--- config.mk ---
export PLATFORM = sky130hd
export DESIGN_NAME = char_stack_with_multipop_unit
export DESIGN_NICKNAME = d
export VERILOG_FILES = /design/src/hdl/csmp_pkg.sv /design/src/hdl/char_stack_with_multipop_unit.sv /design/src/hdl/csmp_ctrl.sv /design/src/hdl/csmp_dp.sv
export SDC_FILE = /design/constraint.sdc
export NUM_CORES = 1
export LEC_CHECK = 0
export ABC_AREA = 1
export BUFFER_PORTS_ARGS = -buffer_cell sky130_fd_sc_hd__buf_4
export CORE_ASPECT_RATIO = 0.7
export CORE_MARGIN = 2
export CORE_UTILIZATION = 45
export CTS_CLUSTER_SIZE = 14
export DETAILED_ROUTE_END_ITERATION = 6
export PLACE_DENSITY = 0.59
export SLEW_MARGIN = 40
export SYNTH_ARGS = -nofsm -noshare
export SYNTH_HDL_FRONTEND = slang
export SYNTH_SLANG_ARGS = --single-unit
--- constraint.sdc ---
create_clock -name clk -period 5.4 [get_ports clk]
set_input_delay 0.27 -clock clk [delete_from_list [all_inputs] [get_ports clk]]
set_output_delay 0.27 -clock clk [all_outputs]
set_load 0.005 [all_outputs]
--- src/hdl/csmp_pkg.sv ---
// Package for the byte stack with multi-pop.
// Holds the operation codes, controller states and the command and status
// structs shared by the controller, the datapath and the top level.
package csmp_pkg;

	typedef enum logic [1:0] {
		MODE_PUSH  = 2'd0,
		MODE_POP   = 2'd1,
		MODE_MULTI = 2'd2,
		MODE_QUERY = 2'd3
	} mode_t;

	typedef enum logic [7:0] {
		S_IDLE    = 8'b0000_0001,
		S_EXEC    = 8'b0000_0010,
		S_POPDATA = 8'b0000_0100,
		S_COMPACT = 8'b0000_1000,
		S_TOPRD   = 8'b0001_0000,
		S_TOPWAIT = 8'b0010_0000,
		S_COUNT   = 8'b0100_0000,
		S_DONE    = 8'b1000_0000
	} state_t;

	typedef struct packed {
		logic load;
		logic push_wr;
		logic set_full;
		logic set_empty;
		logic rd_top;
		logic take_pop;
		logic dec_level;
		logic scan_start;
		logic scan_rd;
		logic compact;
		logic count;
		logic set_level;
		logic top_latch;
	} dp_cmd_t;

	typedef struct packed {
		mode_t mode;
		logic  empty;
		logic  full;
		logic  rd_more;
		logic  rv;
	} dp_stat_t;

endpackage

--- src/hdl/char_stack_with_multipop_unit.sv ---
// Top level of the byte stack with multi-pop: controller plus datapath.
// Depends on csmp_pkg, csmp_ctrl and csmp_dp.
//
//   Channel   Handshake              Payload
//   request   start / busy           mode, push_byte
//   result    done (one-cycle)       popped_byte, empty_error, full_error,
//                                    depth_now, top_repeats, distinct_values
//
// A request is taken when start is high and busy is low; one result follows.
// After the operation each request scans the entries left on the stack to count
// the repeats of the top byte and the distinct values; a push, pop or query that
// leaves the stack empty skips the scan. Multi-pop first compacts the M entries,
// M being the depth before it (nothing on an empty stack), one entry per cycle
// through the single memory read port, and reads the entries left once more for
// the repeat and distinct counts.
// Reset clears the fill level; the entry memory is left uninitialized.
// The result is shown for one cycle with done and cannot be stalled.
module char_stack_with_multipop_unit #(
	parameter int STACK_DEPTH = 64
) (
	input  logic       clk,
	input  logic       arst_n,
	input  logic       start,
	output logic       busy,
	input  logic [1:0] mode,
	input  logic [7:0] push_byte,
	output logic       done,
	output logic [7:0] popped_byte,
	output logic       empty_error,
	output logic       full_error,
	output logic [6:0] depth_now,
	output logic [6:0] top_repeats,
	output logic [6:0] distinct_values
);
	import csmp_pkg::*;

	dp_cmd_t  cmd;
	dp_stat_t stat;

	csmp_ctrl u_ctrl (
		.clk    (clk),
		.arst_n (arst_n),
		.start  (start),
		.stat   (stat),
		.busy   (busy),
		.done   (done),
		.cmd    (cmd)
	);

	csmp_dp #(
		.STACK_DEPTH (STACK_DEPTH)
	) u_dp (
		.clk             (clk),
		.arst_n          (arst_n),
		.cmd             (cmd),
		.mode            (mode),
		.push_byte       (push_byte),
		.stat            (stat),
		.popped_byte     (popped_byte),
		.empty_error     (empty_error),
		.full_error      (full_error),
		.depth_now       (depth_now),
		.top_repeats     (top_repeats),
		.distinct_values (distinct_values)
	);

endmodule

--- src/hdl/csmp_ctrl.sv ---
// Controller state machine for the byte stack with multi-pop.
// Sequences push, pop, compaction and counting scans; depends on csmp_pkg.
module csmp_ctrl (
	input  logic               clk,
	input  logic               arst_n,
	input  logic               start,
	input  csmp_pkg::dp_stat_t stat,
	output logic               busy,
	output logic               done,
	output csmp_pkg::dp_cmd_t  cmd
);
	import csmp_pkg::*;

	state_t state_q, state_d;

	always_ff @(posedge clk or negedge arst_n) begin
		if (!arst_n) begin
			state_q <= S_IDLE;
		end else begin
			state_q <= state_d;
		end
	end

	always_comb begin
		state_d = state_q;
		cmd     = '0;
		unique case (state_q)
			S_IDLE: begin
				if (start) begin
					cmd.load = 1'b1;
					state_d  = S_EXEC;
				end
			end
			S_EXEC: begin
				unique case (stat.mode)
					MODE_PUSH: begin
						if (stat.full) begin
							cmd.set_full = 1'b1;
						end else begin
							cmd.push_wr = 1'b1;
						end
						state_d = S_TOPRD;
					end
					MODE_POP, MODE_MULTI: begin
						if (stat.empty) begin
							cmd.set_empty = 1'b1;
							state_d       = S_TOPRD;
						end else begin
							cmd.rd_top = 1'b1;
							state_d    = S_POPDATA;
						end
					end
					default: begin
						state_d = S_TOPRD;
					end
				endcase
			end
			S_POPDATA: begin
				cmd.take_pop  = 1'b1;
				cmd.top_latch = 1'b1;
				if (stat.mode == MODE_MULTI) begin
					cmd.scan_start = 1'b1;
					state_d        = S_COMPACT;
				end else begin
					cmd.dec_level = 1'b1;
					state_d       = S_TOPRD;
				end
			end
			S_COMPACT: begin
				cmd.compact = 1'b1;
				cmd.scan_rd = stat.rd_more;
				if (!stat.rd_more && !stat.rv) begin
					cmd.set_level = 1'b1;
					state_d       = S_TOPRD;
				end
			end
			S_TOPRD: begin
				cmd.scan_start = 1'b1;
				if (stat.empty) begin
					state_d = S_DONE;
				end else begin
					cmd.rd_top = 1'b1;
					state_d    = S_TOPWAIT;
				end
			end
			S_TOPWAIT: begin
				cmd.top_latch = 1'b1;
				state_d       = S_COUNT;
			end
			S_COUNT: begin
				cmd.count   = 1'b1;
				cmd.scan_rd = stat.rd_more;
				if (!stat.rd_more && !stat.rv) begin
					state_d = S_DONE;
				end
			end
			S_DONE: begin
				state_d = S_IDLE;
			end
			default: begin
				state_d = S_IDLE;
			end
		endcase
	end

	assign busy = (state_q != S_IDLE);
	assign done = (state_q == S_DONE);

	a_accept_busy: assert property (@(posedge clk) disable iff (!arst_n)
		start && !busy |=> busy)
		else $error("accepted request did not raise busy");

	a_one_result: assert property (@(posedge clk) disable iff (!arst_n)
		done |=> !done && !busy)
		else $error("result strobe lasted more than one cycle");

	a_compact_multi: assert property (@(posedge clk) disable iff (!arst_n)
		state_q == S_COMPACT |-> stat.mode == MODE_MULTI)
		else $error("compaction entered for a mode other than multi-pop");

endmodule

--- src/hdl/csmp_dp.sv ---
// Datapath for the byte stack with multi-pop: entry memory, fill level,
// scan counters, seen-value flags and result registers; depends on csmp_pkg.
module csmp_dp #(
	parameter int STACK_DEPTH = 64
) (
	input  logic               clk,
	input  logic               arst_n,
	input  csmp_pkg::dp_cmd_t  cmd,
	input  logic [1:0]         mode,
	input  logic [7:0]         push_byte,
	output csmp_pkg::dp_stat_t stat,
	output logic [7:0]         popped_byte,
	output logic               empty_error,
	output logic               full_error,
	output logic [6:0]         depth_now,
	output logic [6:0]         top_repeats,
	output logic [6:0]         distinct_values
);
	import csmp_pkg::*;

	localparam int AW = $clog2(STACK_DEPTH);
	localparam int LW = $clog2(STACK_DEPTH + 1);
	localparam logic [LW-1:0] FULL_LEVEL = LW'(STACK_DEPTH);

	logic [7:0]    mem [STACK_DEPTH];
	logic [7:0]    rdata_q;
	logic [7:0]    byte_q;
	logic [7:0]    top_q;
	logic [7:0]    popped_q;
	logic          empty_q;
	logic          full_q;
	mode_t         mode_q;
	logic [LW-1:0] level_q;
	logic [LW-1:0] rd_idx_q;
	logic [LW-1:0] wr_idx_q;
	logic [LW-1:0] rep_q;
	logic [LW-1:0] dist_q;
	logic          rv_q;
	logic [255:0]  seen_q;

	logic [LW-1:0] level_m1;
	logic          keep;
	logic          wr_en;
	logic          rd_en;
	logic [AW-1:0] waddr;
	logic [AW-1:0] raddr;
	logic [7:0]    wdata;

	assign level_m1 = level_q - LW'(1);
	assign keep     = cmd.compact && rv_q && (rdata_q != top_q);
	assign wr_en    = cmd.push_wr || keep;
	assign waddr    = cmd.push_wr ? level_q[AW-1:0] : wr_idx_q[AW-1:0];
	assign wdata    = cmd.push_wr ? byte_q : rdata_q;
	assign rd_en    = cmd.rd_top || cmd.scan_rd;
	assign raddr    = cmd.rd_top ? level_m1[AW-1:0] : rd_idx_q[AW-1:0];

	always_ff @(posedge clk) begin
		if (wr_en) begin
			mem[waddr] <= wdata;
		end
		if (rd_en) begin
			rdata_q <= mem[raddr];
		end
	end

	always_ff @(posedge clk) begin
		if (cmd.load) begin
			mode_q   <= mode_t'(mode);
			byte_q   <= push_byte;
			popped_q <= '0;
			empty_q  <= 1'b0;
			full_q   <= 1'b0;
		end
		if (cmd.set_full) begin
			full_q <= 1'b1;
		end
		if (cmd.set_empty) begin
			empty_q <= 1'b1;
		end
		if (cmd.take_pop) begin
			popped_q <= rdata_q;
		end
		if (cmd.top_latch) begin
			top_q <= rdata_q;
		end
		if (cmd.scan_start) begin
			seen_q <= '0;
		end else if (cmd.count && rv_q) begin
			seen_q[rdata_q] <= 1'b1;
		end
	end

	always_ff @(posedge clk or negedge arst_n) begin
		if (!arst_n) begin
			level_q  <= '0;
			rd_idx_q <= '0;
			wr_idx_q <= '0;
			rep_q    <= '0;
			dist_q   <= '0;
			rv_q     <= 1'b0;
		end else begin
			rv_q <= cmd.scan_rd;
			if (cmd.push_wr) begin
				level_q <= level_q + LW'(1);
			end else if (cmd.dec_level) begin
				level_q <= level_m1;
			end else if (cmd.set_level) begin
				level_q <= wr_idx_q;
			end
			if (cmd.scan_start) begin
				rd_idx_q <= '0;
				wr_idx_q <= '0;
				rep_q    <= '0;
				dist_q   <= '0;
			end else begin
				if (cmd.scan_rd) begin
					rd_idx_q <= rd_idx_q + LW'(1);
				end
				if (keep) begin
					wr_idx_q <= wr_idx_q + LW'(1);
				end
				if (cmd.count && rv_q) begin
					if (rdata_q == top_q) begin
						rep_q <= rep_q + LW'(1);
					end
					if (!seen_q[rdata_q]) begin
						dist_q <= dist_q + LW'(1);
					end
				end
			end
		end
	end

	assign stat.mode    = mode_q;
	assign stat.empty   = (level_q == '0);
	assign stat.full    = (level_q == FULL_LEVEL);
	assign stat.rd_more = (rd_idx_q != level_q);
	assign stat.rv      = rv_q;

	assign popped_byte     = popped_q;
	assign empty_error     = empty_q;
	assign full_error      = full_q;
	assign depth_now       = 7'(level_q);
	assign top_repeats     = 7'(rep_q);
	assign distinct_values = 7'(dist_q);

	a_level_bound: assert property (@(posedge clk) disable iff (!arst_n)
		level_q <= FULL_LEVEL)
		else $error("fill level exceeded the stack depth");

	a_wr_behind_rd: assert property (@(posedge clk) disable iff (!arst_n)
		wr_idx_q <= rd_idx_q)
		else $error("compaction write index passed the read index");

	a_counts_bound: assert property (@(posedge clk) disable iff (!arst_n)
		rep_q <= rd_idx_q && dist_q <= rd_idx_q)
		else $error("a count exceeded the number of entries scanned");

	a_no_full_push: assert property (@(posedge clk) disable iff (!arst_n)
		cmd.push_wr |-> level_q != FULL_LEVEL)
		else $error("write issued onto a full stack");

endmodule
==> impl_results.md <==
- Worst Max-Slew Pin Slew: around 880 ps
- Relative slew margins: 40.8%
- Flops & latches, synth: ~850
- Clk sinks: 848
- First-pass GRT wire length: between 150000 and 200000 um
- Effective utilization at floorplan: a little under half
- Syn nets: around 4000
- Vias per cell: between 5 and 6
- Final Power: 0.0193 W
- Critical Path End Type: flip-flop
- Clock latency on the worst-skew pair: between 600 and 700 ps
- Post-synthesis sequential area ratio: approximately 61%
- YS warnings: 0
- CTS root buf: clkbuf_16
- Drt first pass iters: 6
- CTS tree: built
- Hpwl dp: 63800 um
- Crit-path slowest cell: o21ai_1
- Clock power share: about 30%
- Fraction of layout cells with a size suffix above 1: ~8%
- Period utilization: between 70 and 80%
- Crit path max-delay family: simple AND/OR/NAND/NOR gates
- Worst Clk Skew: between 20 and 25 ps
- Gate power share: a little under a third
- Routed wire length: between 100000 and 150000 um
- Initial DRC Count: between 3000 and 4000
- Data required time of the worst path: 5650 ps
- Mux contribution to synthesized area: 0%
- Met2 WL: between 40000 and 50000 um
- GRT Residual Overflow: 0
- # IOs: 46
- Number of flops mapped to enable cells by yosys: between 500 and 600
- Hold Path Class: in2async
- Largest family of logic cells by synthesized area: simple AND/OR/NAND/NOR gates
- DRC: 0
- M1 WL: just over 50000 um
- Core ar.: ~0.082 sq mm
- # nets final: ~4000
- Async S/R FF share, synth: under 10%
- Die area: around 0.085 sq mm
- Layout area overhead: 11.5%
- CP peak stage delay: about 720 ps
- Longest Clk Path Bufs: 3
- Gr usage total: approximately a quarter
- Count of input and output buffers: 45
- Syn Inst Count: a little over 4000
- Fmax: approximately 240 MHz
- Fin. max-slew vios: 0
- Critical Path Start Type: flip-flop
- Yosys cell types: 42
- Synthesized area: between 0.03 and 0.04 sq mm
- WL per Instance: ~21 um
- Largest net degree at the start of global routing: 134
- Most frequent cells in the layout: nand2_1 (768), nand3_1 (581), inv_1 (574), edfxtp_1 (546), nor2_1 (412)
- Total CTS buffers: 83
- Crit path cell chain: inv_1 > ha_1 > nand2_2 > nor3_1 > inv_1 > nor2_2 > inv_2 > nand3_2 > o21ai_1 > inv_2 > nor3_1 > nand2_1 > nor2_1
- Syn avg cell area: 9.24 sq um
- Setup TNS: 0 ps
- Leakage power: roughly 18 nW
- WP data arrival: roughly 4400 ps
- Sw Share: a little under two fifths
- CTS H-tree depth: 3
- RSZ-0062 raised after global routing: false
- Post-synthesis simple-gate area fraction: a little over a fifth
- P_int: 0.0122 W
- Max FO, Critical Path: 26
- Most common cell after layout, fill and taps aside: nand2_1
- P_sw: roughly 0.0071 W
- PwrDens: about 460 mW/mm^2
- Top FF cell, synth: edfxtp_1
- Initial antenna violation count: 0
- Worst Setup Path Type: reg2reg
- Status: finished clean
- Compound-Gate Fraction of Synth Area: 8.16%
- GPL Wtd Cong: ~0.9
- Hold Slack: 189 ps
- Vias: 28400
- Post-route minimum period: between 4000 and 5000 ps
- DRT antenna net count: 0
- Die Ht: about 240 um
- Row cnt: 88
- Met3 routed WL: 10300 um
- # setup viols final: 0
- Reg clk slew, reported paths: approximately 60 ps
- VDD IR max: around 0.00034 V
- Final hold violation count: 0
- Xor-xnor portion of the synthesized cell area: less than 1%
- Synth Area in Adders: less than 1%
- Vias in the first global route: roughly 26000
- Die W: approximately 350 um
- WP buf/inv: 4
- Postcts setup bufs: 0
- Flop pwr share: around two fifths
- Uppermost routed layer: met4
- Max-cap check violation count: 0
power by group through the flow:
stage | Clock (W) | Combinational (W) | Sequential (W)
after floorplan | 0 | 0.00356 | 0.00777
after global placement | 0 | 0.00570 | 0.00779
after detailed placement | 0 | 0.00575 | 0.00778
after CTS | 0.00583 | 0.00577 | 0.00764
after global routing | 0.00609 | 0.00633 | 0.00766
final | 0.00575 | 0.00589 | 0.00765
state kept, by name (all words and copies together), names as in the netlist, 7 cells and up:
| name | flops |
|---|---|
| u_dp.byte_q | 8 |
| u_dp.distinct_values | 7 |
| u_dp.mem | 512 |
| u_dp.depth_now | 7 |
| u_dp.seen_q | 256 |
| u_dp.wr_idx_q | 7 |
| u_dp.rdata_q | 8 |
| u_dp.popped_byte | 8 |
| u_dp.top_repeats | 7 |
| u_ctrl.state_q | 8 |
| u_dp.top_q | 8 |
| u_dp.rd_idx_q | 7 |
logic make-up after synthesis:
logic type                 count (synthesis)
and+or+nand+nor                         1839
buffers and inverters                    827
AOI/OAI and AO/OA                        478
xor gates and xnor gates                  24
adders and majority gates                  8
DFF                                      848
worst register-to-register path, cell delays in order (launching register included):
cell	delay (ps)
dfrtp_1	510
inv_1	190
ha_1	270
nand2_2	100
nor3_1	60
inv_1	100
nor2_2	50
inv_2	50
nand3_2	350
o21ai_1	730
inv_2	120
nor3_1	240
nand2_1	320
nor2_1	690
cell usage after synthesis, types with 2 or more instances:
master / count / area share, %
nor2_2: 8 / 0.13
nand2_2: 5 / 0.084
o21a_1: 4 / 0.081
buf_6: 6 / 0.18
dfxtp_1: 258 / 14
inv_1: 575 / 5.8
a31oi_1: 237 / 4.0
o21ai_1: 5 / 0.067
nand3_2: 2 / 0.054
edfxtp_1: 546 / 44
nand4_1: 12 / 0.20
clkbuf_1: 102 / 1.0
nor2_4: 2 / 0.061
o21ai_2: 3 / 0.071
a22oi_1: 119 / 2.4
buf_4: 20 / 0.40
buf_2: 106 / 1.4
o211ai_1: 6 / 0.12
a21oi_1: 46 / 0.62
xor2_1: 10 / 0.24
nand3_1: 582 / 7.8
nor3_1: 19 / 0.26
nand2_4: 6 / 0.18
buf_1: 6 / 0.061
o21ai_0: 55 / 0.74
inv_2: 10 / 0.10
xnor2_1: 14 / 0.33
dfrtp_1: 43 / 2.9
nor2_1: 430 / 4.3
ha_1: 8 / 0.27
nand2_1: 768 / 7.8
through the flow:
step           setup slack (ps)  utilization (%)  area (sq um)  cells
6_report                   1230             50.5         41500   5146
5_1_grt                     887             50.5         41500   5144
4_1_cts                    1040             50.4         41400   5141
3_5_place_dp               1050             47.0         38600   4982
3_3_place_gp               1090             46.9         38500   4978
2_1_floorplan               254                -         37200   4024
layout make-up:
| class | instances | area [sq um] |
|---|---|---|
| repair buffers | 133 | 1230 |
| inverters | 587 | 2220 |
| fillers | 7623 | 40700 |
| multi-input cells | 2349 | 11400 |
| flip-flops and latches | 848 | 22700 |
| diodes | 2 | 5.00 |
| clock inverters | 38 | 323 |
| well taps | 1080 | 1350 |
| clock buffers | 109 | 2310 |
timing repair:
item | CTS | global route
hold endpoints to repair | 54 | 0
hold buffers | 12 | 0
gates resized for setup | 0 | 0
worst paths after layout:
check	start	slack, ps	cells past startpoint	end
min	arst_n	190	2	u_ctrl.state_q[1]$_DFFE_PN0P_
max reg2reg	u_dp.depth_now[0]$_DFFE_PN0P_	1230	13	u_dp.mem[19][5]$_DFFE_PP_
max	u_dp.depth_now[0]$_DFFE_PN0P_	1230	13	u_dp.mem[19][5]$_DFFE_PP_
min reg2reg	u_dp.seen_q[127]$_SDFFE_PP0P_	460	2	u_dp.seen_q[127]$_SDFFE_PP0P_
min in group clk	mode[1]	360	2	u_dp.mode_q[1]$_DFFE_PP_
max in group asynchronous	arst_n	4810	2	u_dp.depth_now[2]$_DFFE_PN0P_
per-layer routing:
| metal | track usage (%) | up-vias |
|---|---|---|
| met5 | 0 | - |
| met4 | 4.93 | 0 |
| met3 | 4.61 | 124 |
| met2 | 33.8 | 1303 |
| met1 | 40.5 | 13600 |
| li1 | - | 13400 |
Note: power is estimated with default switching activity, not from simulation.
